--- config.mk ---
export PLATFORM = sky130hd
export DESIGN_NAME = unitig_coverage_statistic_flat
export DESIGN_NICKNAME = d
export VERILOG_FILES = /design/src/design/ucs_pkg.sv /design/src/design/ucs_req_if.sv /design/src/design/ucs_rsp_if.sv /design/src/design/ucs_ctrl.sv /design/src/design/ucs_datapath.sv /design/src/design/unitig_coverage_statistic.sv /design/src/flat_wrapper.sv
export SDC_FILE = /design/constraint.sdc
export NUM_CORES = 2
export LEC_CHECK = 0
export BUFFER_PORTS_ARGS = -buffer_cell sky130_fd_sc_hd__buf_4
export CAP_MARGIN = 20
export CORE_MARGIN = 2
export CORE_UTILIZATION = 65
export CTS_BUF_LIST = sky130_fd_sc_hd__clkbuf_8 sky130_fd_sc_hd__clkbuf_16
export DETAILED_ROUTE_END_ITERATION = 16
export HOLD_SLACK_MARGIN = 0.1
export PLACE_DENSITY_LB_ADDON = 0.1
export SETUP_SLACK_MARGIN = 0.3
export SYNTH_ARGS = -nofsm -noshare
export SYNTH_HDL_FRONTEND = slang
export SYNTH_SLANG_ARGS = --single-unit
export TNS_END_PERCENT = 20
--- constraint.sdc ---
create_clock -name clock -period 12.5 [get_ports clock]
set_clock_uncertainty 0.05 [all_clocks]
set_input_delay 3.75 -clock clock [delete_from_list [all_inputs] [get_ports clock]]
set_output_delay 3.75 -clock clock [all_outputs]
set_load 0.01 [all_outputs]
--- src/design/ucs_pkg.sv ---
// ----------------------------------------------------------------------------
// ucs_pkg: unitig coverage statistic shared definitions
// Widths, fixed-point constants and the controller/datapath command types.
// ----------------------------------------------------------------------------
package ucs_pkg;

   localparam int COORD_BITS    = 28;
   localparam int COUNT_BITS    = 20;
   localparam int RATE_BITS     = 32;
   localparam int RHO_BITS      = COORD_BITS + 1;
   localparam int DIST_FRAC     = 7;
   localparam int DIV_BITS      = RHO_BITS + DIST_FRAC;
   localparam int DIV_CNT_BITS  = $clog2(DIV_BITS);
   localparam int MUL_BITS      = 32;
   localparam int PROD_BITS     = 2 * MUL_BITS;
   localparam int RND_SHIFT     = 16;
   localparam int MAG_BITS      = PROD_BITS - RND_SHIFT + 1;
   localparam int STAT_BITS     = 48;
   localparam int CSR_ADDR_BITS = 3;
   localparam int CSR_DATA_BITS = 32;

   localparam logic [MUL_BITS-1:0] LN2_Q32 = 32'd2977044472;

   localparam logic [MAG_BITS-1:0] STAT_POS_MAX =
      (MAG_BITS'(1) << (STAT_BITS - 1)) - MAG_BITS'(1);
   localparam logic [MAG_BITS-1:0] STAT_NEG_MAG = MAG_BITS'(1) << (STAT_BITS - 1);

   // register index decoded from paddr[2]
   localparam logic CSR_IDX_RATE = 1'b0;

   typedef struct packed {
      logic fold;
      logic span;
      logic mul_rho;
      logic mul_ln2;
      logic sub;
      logic rnd;
      logic sat;
      logic div_init;
      logic div_step;
      logic load_out;
   } ucs_cmd_type;

   typedef struct packed {
      logic out_free;
   } ucs_status_type;

endpackage

--- src/design/ucs_req_if.sv ---
// ----------------------------------------------------------------------------
// ucs_req_if: fragment placement channel
// Valid/ready channel carrying one fragment placement per transaction.
// ----------------------------------------------------------------------------
interface ucs_req_if;
   logic                           valid;
   logic                           ready;
   logic [ucs_pkg::COORD_BITS-1:0] frag_first_coord;
   logic [ucs_pkg::COORD_BITS-1:0] frag_second_coord;
   logic                           is_random;
   logic                           last_fragment;

   modport source (
      output valid, frag_first_coord, frag_second_coord, is_random, last_fragment,
      input  ready
   );
   modport sink (
      input  valid, frag_first_coord, frag_second_coord, is_random, last_fragment,
      output ready
   );
endinterface

--- src/design/ucs_rsp_if.sv ---
// ----------------------------------------------------------------------------
// ucs_rsp_if: unitig statistic result channel
// Valid/ready channel carrying one unitig result per transaction.
// ----------------------------------------------------------------------------
interface ucs_rsp_if;
   logic                                  valid;
   logic                                  ready;
   logic [ucs_pkg::RHO_BITS-1:0]          rho_twice;
   logic [ucs_pkg::COUNT_BITS-1:0]        random_total;
   logic signed [ucs_pkg::STAT_BITS-1:0]  coverage_stat;
   logic [ucs_pkg::DIV_BITS-1:0]          arrival_distance;
   logic                                  start_not_zero;

   modport source (
      output valid, rho_twice, random_total, coverage_stat, arrival_distance,
             start_not_zero,
      input  ready
   );
   modport sink (
      input  valid, rho_twice, random_total, coverage_stat, arrival_distance,
             start_not_zero,
      output ready
   );
endinterface

--- src/design/ucs_ctrl.sv ---
// ----------------------------------------------------------------------------
// ucs_ctrl: unitig coverage statistic sequencer
// Accepts fragments, then steps the datapath through span, multiply,
// rounding, saturation and the bit-serial divide for each unitig.
// ----------------------------------------------------------------------------
module ucs_ctrl (
   input  logic                   clock,
   input  logic                   reset,
   input  logic                   req_valid,
   input  logic                   req_last,
   output logic                   req_ready,
   input  ucs_pkg::ucs_status_type status,
   output ucs_pkg::ucs_cmd_type    cmd
);

   localparam logic [3:0] ST_IDLE    = 4'd0;
   localparam logic [3:0] ST_SPAN    = 4'd1;
   localparam logic [3:0] ST_MUL_RHO = 4'd2;
   localparam logic [3:0] ST_MUL_LN2 = 4'd3;
   localparam logic [3:0] ST_SUB     = 4'd4;
   localparam logic [3:0] ST_RND     = 4'd5;
   localparam logic [3:0] ST_SAT     = 4'd6;
   localparam logic [3:0] ST_DIV     = 4'd7;
   localparam logic [3:0] ST_DONE    = 4'd8;

   localparam logic [ucs_pkg::DIV_CNT_BITS-1:0] DIV_LAST =
      ucs_pkg::DIV_CNT_BITS'(ucs_pkg::DIV_BITS - 1);

   logic [3:0]                       state_ff, state_in;
   logic [ucs_pkg::DIV_CNT_BITS-1:0] cnt_ff, cnt_in;

   always_comb begin
      state_in  = state_ff;
      cnt_in    = cnt_ff;
      cmd       = '0;
      req_ready = (state_ff == ST_IDLE);
      case (state_ff)
         ST_IDLE: begin
            if (req_valid) begin
               cmd.fold = 1'b1;
               if (req_last) begin
                  state_in = ST_SPAN;
               end
            end
         end
         ST_SPAN: begin
            cmd.span = 1'b1;
            state_in = ST_MUL_RHO;
         end
         ST_MUL_RHO: begin
            cmd.mul_rho = 1'b1;
            state_in    = ST_MUL_LN2;
         end
         ST_MUL_LN2: begin
            cmd.mul_ln2 = 1'b1;
            state_in    = ST_SUB;
         end
         ST_SUB: begin
            cmd.sub  = 1'b1;
            state_in = ST_RND;
         end
         ST_RND: begin
            cmd.rnd  = 1'b1;
            state_in = ST_SAT;
         end
         ST_SAT: begin
            cmd.sat      = 1'b1;
            cmd.div_init = 1'b1;
            cnt_in       = '0;
            state_in     = ST_DIV;
         end
         ST_DIV: begin
            cmd.div_step = 1'b1;
            if (cnt_ff == DIV_LAST) begin
               state_in = ST_DONE;
            end else begin
               cnt_in = cnt_ff + 1'b1;
            end
         end
         ST_DONE: begin
            if (status.out_free) begin
               cmd.load_out = 1'b1;
               state_in     = ST_IDLE;
            end
         end
         default: begin
            state_in = ST_IDLE;
         end
      endcase
   end

   always_ff @(posedge clock) begin
      if (reset) begin
         state_ff <= ST_IDLE;
         cnt_ff   <= '0;
      end else begin
         state_ff <= state_in;
         cnt_ff   <= cnt_in;
      end
   end

endmodule

--- src/design/ucs_datapath.sv ---
// ----------------------------------------------------------------------------
// ucs_datapath: unitig coverage statistic datapath
// Running extremes and random count, shared multiplier, rounding and
// saturation of the statistic, restoring divider, result register.
// ----------------------------------------------------------------------------
module ucs_datapath (
   input  logic                                 clock,
   input  logic                                 reset,
   input  ucs_pkg::ucs_cmd_type                 cmd,
   output ucs_pkg::ucs_status_type              status,
   input  logic [ucs_pkg::COORD_BITS-1:0]       first_coord,
   input  logic [ucs_pkg::COORD_BITS-1:0]       second_coord,
   input  logic                                 is_random,
   input  logic                                 rate_wr,
   input  logic [ucs_pkg::RATE_BITS-1:0]        rate_wdata,
   output logic [ucs_pkg::RATE_BITS-1:0]        rate,
   output logic                                 out_valid,
   input  logic                                 out_ready,
   output logic [ucs_pkg::RHO_BITS-1:0]         out_rho_twice,
   output logic [ucs_pkg::COUNT_BITS-1:0]       out_random_total,
   output logic signed [ucs_pkg::STAT_BITS-1:0] out_coverage_stat,
   output logic [ucs_pkg::DIV_BITS-1:0]         out_arrival_distance,
   output logic                                 out_start_not_zero
);

   localparam int CB = ucs_pkg::COORD_BITS;
   localparam int NB = ucs_pkg::COUNT_BITS;

   // running state
   logic [CB-1:0] least_lower_ff, least_lower_in;
   logic [CB-1:0] greatest_lower_ff, greatest_lower_in;
   logic [CB-1:0] least_upper_ff, least_upper_in;
   logic [CB-1:0] greatest_upper_ff, greatest_upper_in;
   logic [NB-1:0] random_count_ff, random_count_in;
   logic [ucs_pkg::RATE_BITS-1:0] rate_ff, rate_in;

   // per-unitig working registers
   logic [ucs_pkg::RHO_BITS-1:0]  rho2_ff, rho2_in;
   logic [NB-1:0]                 n_ff, n_in;
   logic                          snz_ff, snz_in;
   logic [ucs_pkg::PROD_BITS-1:0] t1_ff, t1_in;
   logic [ucs_pkg::PROD_BITS-1:0] t2_ff, t2_in;
   logic [ucs_pkg::PROD_BITS-1:0] diff_ff, diff_in;
   logic                          neg_ff, neg_in;
   logic [ucs_pkg::MAG_BITS-1:0]  mag_ff, mag_in;
   logic [ucs_pkg::STAT_BITS-1:0] stat_ff, stat_in;
   logic [NB-1:0]                 rem_ff, rem_in;
   logic [ucs_pkg::DIV_BITS-1:0]  quo_ff, quo_in;
   logic [NB-1:0]                 dsr_ff, dsr_in;
   logic                          dist_zero_ff, dist_zero_in;

   // result register
   logic                                 out_valid_ff, out_valid_in;
   logic [ucs_pkg::RHO_BITS-1:0]         o_rho_ff, o_rho_in;
   logic [NB-1:0]                        o_cnt_ff, o_cnt_in;
   logic [ucs_pkg::STAT_BITS-1:0]        o_stat_ff, o_stat_in;
   logic [ucs_pkg::DIV_BITS-1:0]         o_dist_ff, o_dist_in;
   logic                                 o_snz_ff, o_snz_in;

   logic [CB-1:0]                 lo, hi;
   logic [NB-1:0]                 n_minus1;
   logic [ucs_pkg::MUL_BITS-1:0]  mul_a, mul_b;
   logic [ucs_pkg::PROD_BITS-1:0] mul_prod;
   logic [NB:0]                   div_shift;
   logic [ucs_pkg::MAG_BITS-1:0]  mag_lim;

   assign lo       = (first_coord < second_coord) ? first_coord : second_coord;
   assign hi       = (first_coord < second_coord) ? second_coord : first_coord;
   assign n_minus1 = n_ff - 1'b1;
   assign mul_a    = cmd.mul_ln2 ? ucs_pkg::LN2_Q32 : ucs_pkg::MUL_BITS'(rate_ff);
   assign mul_b    = cmd.mul_ln2 ? ucs_pkg::MUL_BITS'(n_minus1)
                                 : ucs_pkg::MUL_BITS'(rho2_ff);
   assign mul_prod = ucs_pkg::PROD_BITS'(mul_a) * ucs_pkg::PROD_BITS'(mul_b);
   assign div_shift = {rem_ff, quo_ff[ucs_pkg::DIV_BITS-1]};

   always_comb begin
      least_lower_in    = least_lower_ff;
      greatest_lower_in = greatest_lower_ff;
      least_upper_in    = least_upper_ff;
      greatest_upper_in = greatest_upper_ff;
      random_count_in   = random_count_ff;
      rate_in           = rate_ff;
      rho2_in           = rho2_ff;
      n_in              = n_ff;
      snz_in            = snz_ff;
      t1_in             = t1_ff;
      t2_in             = t2_ff;
      diff_in           = diff_ff;
      neg_in            = neg_ff;
      mag_in            = mag_ff;
      stat_in           = stat_ff;
      rem_in            = rem_ff;
      quo_in            = quo_ff;
      dsr_in            = dsr_ff;
      dist_zero_in      = dist_zero_ff;
      out_valid_in      = out_valid_ff;
      o_rho_in          = o_rho_ff;
      o_cnt_in          = o_cnt_ff;
      o_stat_in         = o_stat_ff;
      o_dist_in         = o_dist_ff;
      o_snz_in          = o_snz_ff;
      mag_lim           = mag_ff;

      if (rate_wr) begin
         rate_in = rate_wdata;
      end

      if (cmd.fold) begin
         if (lo < least_lower_ff)    least_lower_in    = lo;
         if (lo > greatest_lower_ff) greatest_lower_in = lo;
         if (hi < least_upper_ff)    least_upper_in    = hi;
         if (hi > greatest_upper_ff) greatest_upper_in = hi;
         if (is_random && (random_count_ff != {NB{1'b1}})) begin
            random_count_in = random_count_ff + 1'b1;
         end
      end

      if (cmd.span) begin
         rho2_in = ucs_pkg::RHO_BITS'(greatest_lower_ff - least_lower_ff)
                 + ucs_pkg::RHO_BITS'(greatest_upper_ff - least_upper_ff);
         n_in              = random_count_ff;
         snz_in            = (least_lower_ff != '0);
         least_lower_in    = {CB{1'b1}};
         greatest_lower_in = '0;
         least_upper_in    = {CB{1'b1}};
         greatest_upper_in = '0;
         random_count_in   = '0;
      end

      if (cmd.mul_rho) begin
         t1_in = mul_prod >> 1;
      end
      if (cmd.mul_ln2) begin
         t2_in = mul_prod;
      end

      if (cmd.sub) begin
         if (t1_ff >= t2_ff) begin
            diff_in = t1_ff - t2_ff;
            neg_in  = 1'b0;
         end else begin
            diff_in = t2_ff - t1_ff;
            neg_in  = 1'b1;
         end
      end

      // Q32 to Q16, ties away from zero on the magnitude
      if (cmd.rnd) begin
         mag_in = ucs_pkg::MAG_BITS'(diff_ff >> ucs_pkg::RND_SHIFT)
                + ucs_pkg::MAG_BITS'(diff_ff[ucs_pkg::RND_SHIFT-1]);
      end

      if (cmd.sat) begin
         if ((n_ff == '0) || (rate_ff == '0)) begin
            stat_in = '0;
         end else if (neg_ff) begin
            mag_lim = (mag_ff > ucs_pkg::STAT_NEG_MAG) ? ucs_pkg::STAT_NEG_MAG : mag_ff;
            stat_in = ucs_pkg::STAT_BITS'(ucs_pkg::MAG_BITS'(0) - mag_lim);
         end else begin
            mag_lim = (mag_ff > ucs_pkg::STAT_POS_MAX) ? ucs_pkg::STAT_POS_MAX : mag_ff;
            stat_in = ucs_pkg::STAT_BITS'(mag_lim);
         end
      end

      if (cmd.div_init) begin
         rem_in       = '0;
         quo_in       = {rho2_ff, {ucs_pkg::DIST_FRAC{1'b0}}};
         dsr_in       = n_minus1;
         dist_zero_in = (n_ff <= NB'(1));
      end

      // restoring divide, one quotient bit per step
      if (cmd.div_step) begin
         if (div_shift >= {1'b0, dsr_ff}) begin
            rem_in = NB'(div_shift - {1'b0, dsr_ff});
            quo_in = {quo_ff[ucs_pkg::DIV_BITS-2:0], 1'b1};
         end else begin
            rem_in = div_shift[NB-1:0];
            quo_in = {quo_ff[ucs_pkg::DIV_BITS-2:0], 1'b0};
         end
      end

      if (out_valid_ff && out_ready) begin
         out_valid_in = 1'b0;
      end
      if (cmd.load_out) begin
         out_valid_in = 1'b1;
         o_rho_in     = rho2_ff;
         o_cnt_in     = n_ff;
         o_stat_in    = stat_ff;
         o_dist_in    = dist_zero_ff ? '0 : quo_ff;
         o_snz_in     = snz_ff;
      end
   end

   always_ff @(posedge clock) begin
      if (reset) begin
         least_lower_ff    <= {CB{1'b1}};
         greatest_lower_ff <= '0;
         least_upper_ff    <= {CB{1'b1}};
         greatest_upper_ff <= '0;
         random_count_ff   <= '0;
         rate_ff           <= '0;
         out_valid_ff      <= 1'b0;
      end else begin
         least_lower_ff    <= least_lower_in;
         greatest_lower_ff <= greatest_lower_in;
         least_upper_ff    <= least_upper_in;
         greatest_upper_ff <= greatest_upper_in;
         random_count_ff   <= random_count_in;
         rate_ff           <= rate_in;
         out_valid_ff      <= out_valid_in;
      end
   end

   always_ff @(posedge clock) begin
      rho2_ff      <= rho2_in;
      n_ff         <= n_in;
      snz_ff       <= snz_in;
      t1_ff        <= t1_in;
      t2_ff        <= t2_in;
      diff_ff      <= diff_in;
      neg_ff       <= neg_in;
      mag_ff       <= mag_in;
      stat_ff      <= stat_in;
      rem_ff       <= rem_in;
      quo_ff       <= quo_in;
      dsr_ff       <= dsr_in;
      dist_zero_ff <= dist_zero_in;
      o_rho_ff     <= o_rho_in;
      o_cnt_ff     <= o_cnt_in;
      o_stat_ff    <= o_stat_in;
      o_dist_ff    <= o_dist_in;
      o_snz_ff     <= o_snz_in;
   end

   assign status.out_free      = !out_valid_ff || out_ready;
   assign rate                 = rate_ff;
   assign out_valid            = out_valid_ff;
   assign out_rho_twice        = o_rho_ff;
   assign out_random_total     = o_cnt_ff;
   assign out_coverage_stat    = o_stat_ff;
   assign out_arrival_distance = o_dist_ff;
   assign out_start_not_zero   = o_snz_ff;

endmodule

--- src/design/unitig_coverage_statistic.sv ---
// ----------------------------------------------------------------------------
// unitig_coverage_statistic: per-unitig coverage statistic
// Folds fragment placements of one unitig and reports span, random count,
// coverage statistic, arrival distance and a nonzero-start flag.
// ----------------------------------------------------------------------------
// Usage:
//   req_chan carries one fragment placement per transaction; last_fragment
//   closes the unitig. rsp_chan carries one result per unitig. global_rate
//   (Q0.32) sits at csr address 0; write it while the block is idle.
//   A fragment without the last mark leaves req_chan.ready high, so a
//   transaction can be accepted every cycle.
//   After a last fragment the block computes the span, makes two
//   passes of a shared 32x32 multiplier, subtracts, rounds, saturates and
//   runs a restoring divide, one quotient bit per cycle, then loads the
//   result register once it is free; req_chan.ready is low meanwhile.
//   The result register frees the input side: if rsp_chan stalls, fragments
//   of the next unitig are still accepted, and only the load of the next
//   result waits for the register to drain.
//   Synchronous reset clears the running values, the rate register and the
//   result valid.
// ----------------------------------------------------------------------------
module unitig_coverage_statistic (
   input  logic                                 clock,
   input  logic                                 reset,
   ucs_req_if.sink                              req_chan,
   ucs_rsp_if.source                            rsp_chan,
   input  logic                                 csr_psel,
   input  logic                                 csr_penable,
   input  logic                                 csr_pwrite,
   input  logic [ucs_pkg::CSR_ADDR_BITS-1:0]    csr_paddr,
   input  logic [ucs_pkg::CSR_DATA_BITS-1:0]    csr_pwdata,
   output logic [ucs_pkg::CSR_DATA_BITS-1:0]    csr_prdata,
   output logic                                 csr_pready
);

   ucs_pkg::ucs_cmd_type          cmd;
   ucs_pkg::ucs_status_type       status;
   logic                          rate_wr;
   logic [ucs_pkg::RATE_BITS-1:0] rate;

   assign csr_pready = 1'b1;
   assign rate_wr    = csr_psel && csr_penable && csr_pwrite && csr_pready
                       && (csr_paddr[2] == ucs_pkg::CSR_IDX_RATE);
   assign csr_prdata = (csr_paddr[2] == ucs_pkg::CSR_IDX_RATE) ? rate : '0;

   ucs_ctrl u_ctrl (
      .clock     (clock),
      .reset     (reset),
      .req_valid (req_chan.valid),
      .req_last  (req_chan.last_fragment),
      .req_ready (req_chan.ready),
      .status    (status),
      .cmd       (cmd)
   );

   ucs_datapath u_datapath (
      .clock                (clock),
      .reset                (reset),
      .cmd                  (cmd),
      .status               (status),
      .first_coord          (req_chan.frag_first_coord),
      .second_coord         (req_chan.frag_second_coord),
      .is_random            (req_chan.is_random),
      .rate_wr              (rate_wr),
      .rate_wdata           (csr_pwdata),
      .rate                 (rate),
      .out_valid            (rsp_chan.valid),
      .out_ready            (rsp_chan.ready),
      .out_rho_twice        (rsp_chan.rho_twice),
      .out_random_total     (rsp_chan.random_total),
      .out_coverage_stat    (rsp_chan.coverage_stat),
      .out_arrival_distance (rsp_chan.arrival_distance),
      .out_start_not_zero   (rsp_chan.start_not_zero)
   );

   a_last_blocks: assert property (@(posedge clock) disable iff (reset)
      req_chan.valid && req_chan.ready && req_chan.last_fragment |=> !req_chan.ready)
      else $error("input still ready after last fragment");

   a_mid_streams: assert property (@(posedge clock) disable iff (reset)
      req_chan.valid && req_chan.ready && !req_chan.last_fragment |=> req_chan.ready)
      else $error("input stalled after a middle fragment");

   a_stat_zero: assert property (@(posedge clock) disable iff (reset)
      rsp_chan.valid && (rsp_chan.random_total == '0) |-> (rsp_chan.coverage_stat == '0))
      else $error("coverage statistic nonzero without random fragments");

   a_dist_zero: assert property (@(posedge clock) disable iff (reset)
      rsp_chan.valid && (rsp_chan.random_total <= 1) |-> (rsp_chan.arrival_distance == '0))
      else $error("arrival distance nonzero with at most one random fragment");

endmodule
--- src/flat_wrapper.sv ---
// flat-port wrapper written by rule: the top's interface ports become plain ports
module unitig_coverage_statistic_flat 
  (clock, reset, csr_psel, csr_penable, csr_pwrite, csr_paddr, csr_pwdata, csr_prdata, csr_pready, req_chan_valid, req_chan_frag_first_coord, req_chan_frag_second_coord, req_chan_is_random, req_chan_last_fragment, req_chan_ready, rsp_chan_valid, rsp_chan_rho_twice, rsp_chan_random_total, rsp_chan_coverage_stat, rsp_chan_arrival_distance, rsp_chan_start_not_zero, rsp_chan_ready);
  ucs_req_if req_chan_i ();
  ucs_rsp_if rsp_chan_i ();
  input  logic clock;
  input  logic reset;
  input  logic csr_psel;
  input  logic csr_penable;
  input  logic csr_pwrite;
  input  logic [ucs_pkg::CSR_ADDR_BITS-1:0] csr_paddr;
  input  logic [ucs_pkg::CSR_DATA_BITS-1:0] csr_pwdata;
  output logic [ucs_pkg::CSR_DATA_BITS-1:0] csr_prdata;
  output logic csr_pready;
  input wire logic [$bits(req_chan_i.valid)-1:0] req_chan_valid;
  input wire logic [$bits(req_chan_i.frag_first_coord)-1:0] req_chan_frag_first_coord;
  input wire logic [$bits(req_chan_i.frag_second_coord)-1:0] req_chan_frag_second_coord;
  input wire logic [$bits(req_chan_i.is_random)-1:0] req_chan_is_random;
  input wire logic [$bits(req_chan_i.last_fragment)-1:0] req_chan_last_fragment;
  output wire logic [$bits(req_chan_i.ready)-1:0] req_chan_ready;
  output wire logic [$bits(rsp_chan_i.valid)-1:0] rsp_chan_valid;
  output wire logic [$bits(rsp_chan_i.rho_twice)-1:0] rsp_chan_rho_twice;
  output wire logic [$bits(rsp_chan_i.random_total)-1:0] rsp_chan_random_total;
  output wire logic [$bits(rsp_chan_i.coverage_stat)-1:0] rsp_chan_coverage_stat;
  output wire logic [$bits(rsp_chan_i.arrival_distance)-1:0] rsp_chan_arrival_distance;
  output wire logic [$bits(rsp_chan_i.start_not_zero)-1:0] rsp_chan_start_not_zero;
  input wire logic [$bits(rsp_chan_i.ready)-1:0] rsp_chan_ready;
  assign req_chan_i.valid = req_chan_valid;
  assign req_chan_i.frag_first_coord = req_chan_frag_first_coord;
  assign req_chan_i.frag_second_coord = req_chan_frag_second_coord;
  assign req_chan_i.is_random = req_chan_is_random;
  assign req_chan_i.last_fragment = req_chan_last_fragment;
  assign req_chan_ready = req_chan_i.ready;
  assign rsp_chan_valid = rsp_chan_i.valid;
  assign rsp_chan_rho_twice = rsp_chan_i.rho_twice;
  assign rsp_chan_random_total = rsp_chan_i.random_total;
  assign rsp_chan_coverage_stat = rsp_chan_i.coverage_stat;
  assign rsp_chan_arrival_distance = rsp_chan_i.arrival_distance;
  assign rsp_chan_start_not_zero = rsp_chan_i.start_not_zero;
  assign rsp_chan_i.ready = rsp_chan_ready;
  unitig_coverage_statistic u_core (.clock(clock), .reset(reset), .req_chan(req_chan_i), .rsp_chan(rsp_chan_i), .csr_psel(csr_psel), .csr_penable(csr_penable), .csr_pwrite(csr_pwrite), .csr_paddr(csr_paddr), .csr_pwdata(csr_pwdata), .csr_prdata(csr_prdata), .csr_pready(csr_pready));
endmodule
# Yosys cells after proc, flatten, opt, wreduce, memory -nomap -nowiden
# Index checks and enable logic that the tools add are counted.
[word_totals]
register_bits = 725
wordCells = 124
[classes]
addsub = 11
multipliers = 1
order_cmp = 10
eq_ne = 15
mux = 36
bitwise = 1
n_reduce_logical = 23
[ops]
columns = ["operator", "count"]
rows = [
  ["48-bit two-way mux", 3],
  ["28-bit less-than comparator", 3],
  ["36-bit two-way mux", 2],
  ["63-bit by 64-bit >= comparator with 1-bit output", 1],
  ["32-bit two-way mux", 2],
  ["64-bit two-way mux", 1],
  ["63-bit by 64-bit subtractor with 64-bit output", 1],
  ["64-bit by 63-bit subtractor with 64-bit output", 1],
  ["32-bit by 29-bit multiplier with 61-bit output", 1],
  ["20-bit two-way mux", 3],
  ["28-bit by 28-bit subtractor with 29-bit output", 2],
  ["28-bit greater-than comparator", 2],
  ["28-bit two-way mux", 2],
  ["48-bit by 1-bit adder with 49-bit output", 1],
  ["49-bit by 47-bit greater-than comparator with 1-bit output, second input constant", 1],
  ["49-bit by 48-bit greater-than comparator with 1-bit output, second input constant", 1],
  ["1-bit by 48-bit subtractor with 48-bit output, first input constant", 1],
  ["4-bit one-hot mux with 9 select lines", 1],
  ["32-bit logical NOT", 1],
  ["29-bit adder", 1],
  ["29-bit two-way mux", 1],
  ["28-bit nonzero test", 1],
  ["21-bit by 20-bit >= comparator with 1-bit output", 1],
  ["20-bit by 1-bit adder with 20-bit output, second input constant", 1],
  ["other kinds (27)", 62],
]

# Depth between registers and ports, before layout
[depth]
ltp_word = 5
mapped_depth = 37
ltp_nobuf = 34

# Modules after synthesis
# From an unflattened synthesis, not the netlist that was laid out.
[unflattened]
hier_cells = 7609
hier_area_um2 = 72151.7
[by_module_without_submodules]
columns = ["mod", "n_inst", "cells_each", "area_each_um2", "seq_area_each_um2"]
rows = [
  ["ucs_datapath", 1, 7494, 71215.8, 19188.4],
  ["ucs_ctrl", 1, 77, 691.9, 200.2],
  ["unitig_coverage_statistic", 1, 38, 244.0, 0.0],
]

# Worst setup path after synthesis
# No wires, ideal clock.
[synth_path]
path_type = "input to register"
startpoint = "input port rsp_chan_ready"
endpoint = "register u_core.u_datapath.o_dist_ff, in the netlist u_core.u_datapath.out_arrival_distance[0] (enable)"
setup_time_ns = 0.644
t_arrival_ns = 9.787
path_slack_ns = 2.019
path_stages = 2
path_buffers = 0
path_cell_list = "nand2b_1 > nor2b_1"
[synth_between]
elab_chain_cells = 3
[synth_lines]
columns = ["element", "line_no", "source"]
rows = [
  ["start, declared", "flat_wrapper.sv:27", "input wire logic [$bits(rsp_chan_i.ready)-1:0] rsp_chan_ready;"],
  ["1-bit logical OR", "ucs_datapath.sv:237", "assign status.out_free = !out_valid_ff || out_ready;"],
  ["1-bit two-way mux", "ucs_ctrl.sv:81", "if (status.out_free) begin"],
  ["1-bit two-way mux", "ucs_ctrl.sv:37", "case (state_ff)"],
  ["end signal, assigned", "ucs_datapath.sv:233", "o_dist_ff <= o_dist_in;"],
  ["end, declared", "ucs_datapath.sv:57", "logic [ucs_pkg::DIV_BITS-1:0] o_dist_ff, o_dist_in;"],
]
# No other way between the ends.
# A chain may end at the register's enable or synchronous reset.

# Worst setup path in the final report
[layout_path]
startpoint = "register u_core.u_datapath.n_ff[2]"
endpoint = "register u_core.u_datapath.t2_ff[55] in the netlist's numbering (data pin)"
[layout_between]
elab_chain_cells = 3
[layout_lines]
columns = ["element", "line_no", "source"]
rows = [
  ["start, declared", "ucs_datapath.sv:39", "logic [NB-1:0] n_ff, n_in;"],
  ["start signal, assigned", "ucs_datapath.sv:218", "n_ff <= n_in;"],
  ["20-bit by 1-bit subtractor with 20-bit output", "ucs_datapath.sv:69", "assign n_minus1 = n_ff - 1'b1;"],
  ["via u_core.u_datapath.n_minus1[18]", "ucs_datapath.sv:61", "logic [NB-1:0] n_minus1;"],
  ["29-bit two-way mux", "ucs_datapath.sv:71", "assign mul_b = cmd.mul_ln2 ? ucs_pkg::MUL_BITS'(n_minus1)"],
  ["32-bit by 29-bit multiplier with 61-bit output", "ucs_datapath.sv:73", "assign mul_prod = ucs_pkg::PROD_BITS'(mul_a) * ucs_pkg::PROD_BITS'(mul_b);"],
  ["via u_core.u_datapath.mul_prod, one bit", "ucs_datapath.sv:63", "logic [ucs_pkg::PROD_BITS-1:0] mul_prod;"],
  ["end signal, assigned", "ucs_datapath.sv:221", "t2_ff <= t2_in;"],
  ["end, declared", "ucs_datapath.sv:42", "logic [ucs_pkg::PROD_BITS-1:0] t2_ff, t2_in;"],
]
# The timed path passes the listed nets, and every way through them passes these cells.

==> results.sh <==
export IMPL_arrival_ps=11260
export IMPL_cp_common_cell="fa_1"
export IMPL_synth_cell_area_sq_um=72300
export IMPL_ys_top_cells_by_count="1,259 x inv_1, 971 x nand2_1, 862 x fa_1"
export IMPL_grt_ovfl_total=0
export IMPL_synth_simple_area_share_pct=15.7
export IMPL_dr_pass1_iters=7
export IMPL_grt_max_degree=140
export IMPL_rsz0062_at_grt="no"
export IMPL_r2r_end="u_core.u_datapath.t2_ff[55]"
export IMPL_ant_nets=0
export IMPL_place_hpwl_um=177000
export IMPL_tightestPinTransition_ps=1310
export IMPL_endpoint_kind="flip-flop"
export IMPL_drtIter0Drc=6116
export IMPL_setup_violations=0
export IMPL_rrSetupSlack_ps=1500
export IMPL_holdWs_ps=364
export IMPL_nFillCells=8491
export IMPL_syn_area_per_cell_sq_um=9.28
export IMPL_status="finished, final reports clean"
export IMPL_totalWireLength_um=232000
export IMPL_cpMaxStageDelayCell="a21oi_1"
export IMPL_cts_path_max_buffers=3
export IMPL_fmax_mhz=90.9
export IMPL_critical_path_top_delay_family="adder cells"
export IMPL_cts_htree_levels=3
export IMPL_drive_gt1_share_pct=7.99
export IMPL_worst_ep_required_time_ps=12770
export IMPL_async_flop_share_pct=0
export IMPL_grt_antenna_before_repair=11
export IMPL_synth_top_family_by_area="adder cells"
export IMPL_fin_crit_sh_pct=88.0
export IMPL_cts_tree="built"
export IMPL_whs_endpoint="u_core.u_datapath.out_coverage_stat[23]"
export IMPL_r2r_cells=33
export IMPL_nNetsFinal=9430
export IMPL_maxCapViolations=0
export IMPL_port_buffers=265
export IMPL_cts_hold_buf=0
export IMPL_initial_core_util_pct=65.4
export IMPL_max_stage_delay_ps=740
export IMPL_post_cts_buffers=0
export IMPL_r2r_start="u_core.u_datapath.n_ff[2]"
export IMPL_cellLeakagePower_nw=37.4
export IMPL_final_min_clock_period_ps=11000
export IMPL_postSynthCellCount=7794
export IMPL_fin_setup_tns_ps=0
export IMPL_vias=58900
export IMPL_route_detailed_drc=0
export IMPL_synth_most_common_cell="inv_1"
export IMPL_ioPinCount=269
export IMPL_coreArea_sq_um=111000
export IMPL_root_buffer="clkbuf_16"
export IMPL_synth_edff_count=529
export IMPL_cts_sinks=704
export IMPL_maxSlewHeadroom_pct=12.5
export IMPL_yosys_warnings=0
export IMPL_min_path_cells=0
export IMPL_via_per_inst=6.22
export IMPL_synthMuxAreaShare_pct=1.37
export IMPL_synth_cell_types=100
export IMPL_power_density_nw_per_um2=97.3
export IMPL_insertion_delay_ps=680
export IMPL_area_growth_pct=8.43
export IMPL_grt_pass1_wl_um=348000
export IMPL_place_congestion=1.03
export IMPL_start_kind="flip-flop"
export IMPL_worst_setup_path_type="reg2reg"
export IMPL_synthXorXnorAreaFrac_pct=2.75
export IMPL_cp_num_buf_inv=8
export IMPL_seq_area_frac_synth_pct=26.8
export IMPL_synthAdderAreaFrac_pct=33.6
export IMPL_ys_ff_latch=704
export IMPL_hp_class="reg2reg"
export IMPL_peakVddDrop_v=0.000117
export IMPL_path_clk_slew_ps=60
export IMPL_final_hold_violation_count=0
export IMPL_synth_compound_area_share_pct=11.1
export IMPL_rows=122
export IMPL_wl_per_cell_um=24.5
export IMPL_grt_usage_pct=41.0
export IMPL_die_w_um=338
export IMPL_dieArea_sq_um=114000
export IMPL_synth_main_ff_cell="edfxtp_1"
export IMPL_grt_pass1_vias=58500
export IMPL_ctsResizeCount=0
export IMPL_slew_viol_final=0
export IMPL_numCtsBuffers=76
export IMPL_worstHoldStart="u_core.u_datapath.stat_ff[23]"
export IMPL_die_h_um=338
export IMPL_synth_fp_nets=9319
export IMPL_synth_top_cell_area_share_pct=23.9
export IMPL_yosys_area_top_type="fa_1"
export IMPL_path_max_fanout=10
export IMPL_synth_area_top_cells="fa_1 24%, edfxtp_1 22%, ha_1 9.7%"
-- layer usage --
layer	global-route usage, %	wire length, um	part of all wire [%]
met2	61.5	99900	43
met3	12.9	28600	12
met4	23.5	16400	7.0
met1	52.5	87300	38
met5	0.426	84	0.036
-- layout make-up --
type                       instances  area (sq um)  area share [%]
timing repair buffer             411          3130            4.00
clock inverter                    60           556           0.709
clock buffer                      81          1970            2.51
tap                             1488          1860            2.37
sequential                       704         19400            24.7
multi-input combinational       5451         46700            59.6
antenna                           11          27.5          0.0351
inverter                        1261          4740            6.05
-- registers in the layout, summed over array words and instances, names as in the netlist, 29 cells and up --
| signal | cells |
|---|---|
| u_core.u_datapath.diff_ff | 49 |
| u_core.u_datapath.t1_ff | 60 |
| u_core.u_datapath.out_arrival_distance | 36 |
| u_core.u_datapath.mag_ff | 49 |
| u_core.u_datapath.out_coverage_stat | 48 |
| u_core.u_datapath.rho2_ff | 29 |
| u_core.u_datapath.t2_ff | 61 |
| u_core.u_datapath.rate | 32 |
| u_core.u_datapath.quo_ff | 36 |
| u_core.u_datapath.stat_ff | 48 |
| u_core.u_datapath.out_rho_twice | 29 |
-- report_power, final --
part	total, W	internal, W	switching [W]
Clock	0.00223	0.00125	0.000980
Sequential	0.00276	0.00267	0.0000851
Combinational	0.00264	0.000893	0.00175
Total	0.00763	0.00481	0.00281
-- worst max-delay path by stage --
stage	endpoint	depth (start not counted)	from	slack, ps
detailed placement	u_core.u_datapath.t1_ff[54]	33	u_core.u_datapath.n_ff[2]	1750
CTS	u_core.u_datapath.t2_ff[55]	33	u_core.u_datapath.n_ff[2]	1690
global placement	u_core.u_datapath.t1_ff[54]	29	u_core.u_datapath.n_ff[2]	1970
floorplan	u_core.u_datapath.out_arrival_distance[0]	2	rsp_chan_ready	2020
global route	u_core.u_datapath.t2_ff[55]	34	u_core.u_datapath.n_ff[2]	1090
finish	u_core.u_datapath.t2_ff[55]	33	u_core.u_datapath.n_ff[2]	1500
-- placed cells by master (no fill, tap or decap), types with 9 or more instances in the layout --
cell type and instances:
ha_1 563, o21ai_0 255, a21o_1 172, mux2i_1 65, a221oi_1 10, nand2b_1 56, clkinv_1 10, nor4_1 47
o21bai_1 61, a211oi_1 90, or3_1 14, edfxtp_1 529, o211ai_1 25, o21a_1 49, o31ai_1 20, nor2_1 481
buf_4 407, a31oi_1 16, nor2b_1 87, clkbuf_16 76, dfxtp_1 175, mux2_2 28, nand2_1 971, inv_1 1278
nand3_1 94, o22ai_1 10, a21oi_1 457, o21ai_1 21, fa_1 862, and4_1 13, and2_1 45, xor2_1 79
diode_2 11, a21boi_0 9, or2_2 19, xnor2_1 148, nand4_1 94, and3_1 272, nor3_1 166, clkinv_2 11
-- stage by stage --
step                      utilization, %  setup slack, ps  total power [W]  area [sq um]  std cells
after floorplan                        -             2020          0.00441         72300       7794
after global placement              68.6             1970          0.00526         75800       9310
after detailed placement            68.6             1750          0.00533         75800       9313
after CTS                           70.9             1690          0.00755         78300       9454
after global routing                70.9             1090          0.00795         78400       9456
final                               70.9             1500          0.00763         78400       9467
-- cells by family (layout without fill, tap and decap cells) --
kind of cell | after synthesis | count (layout)
AO/OA/AOI/OAI | 1284 | 1284
other | 1 | 12
AND/OR/NAND/NOR | 2419 | 2419
XOR/XNOR | 227 | 227
flip-flops | 704 | 704
multiplexers | 95 | 95
buffers and inverters | 1639 | 1813
adder cells (fa/ha/maj) | 1425 | 1425
Note: power is estimated with default switching activity, not from simulation.
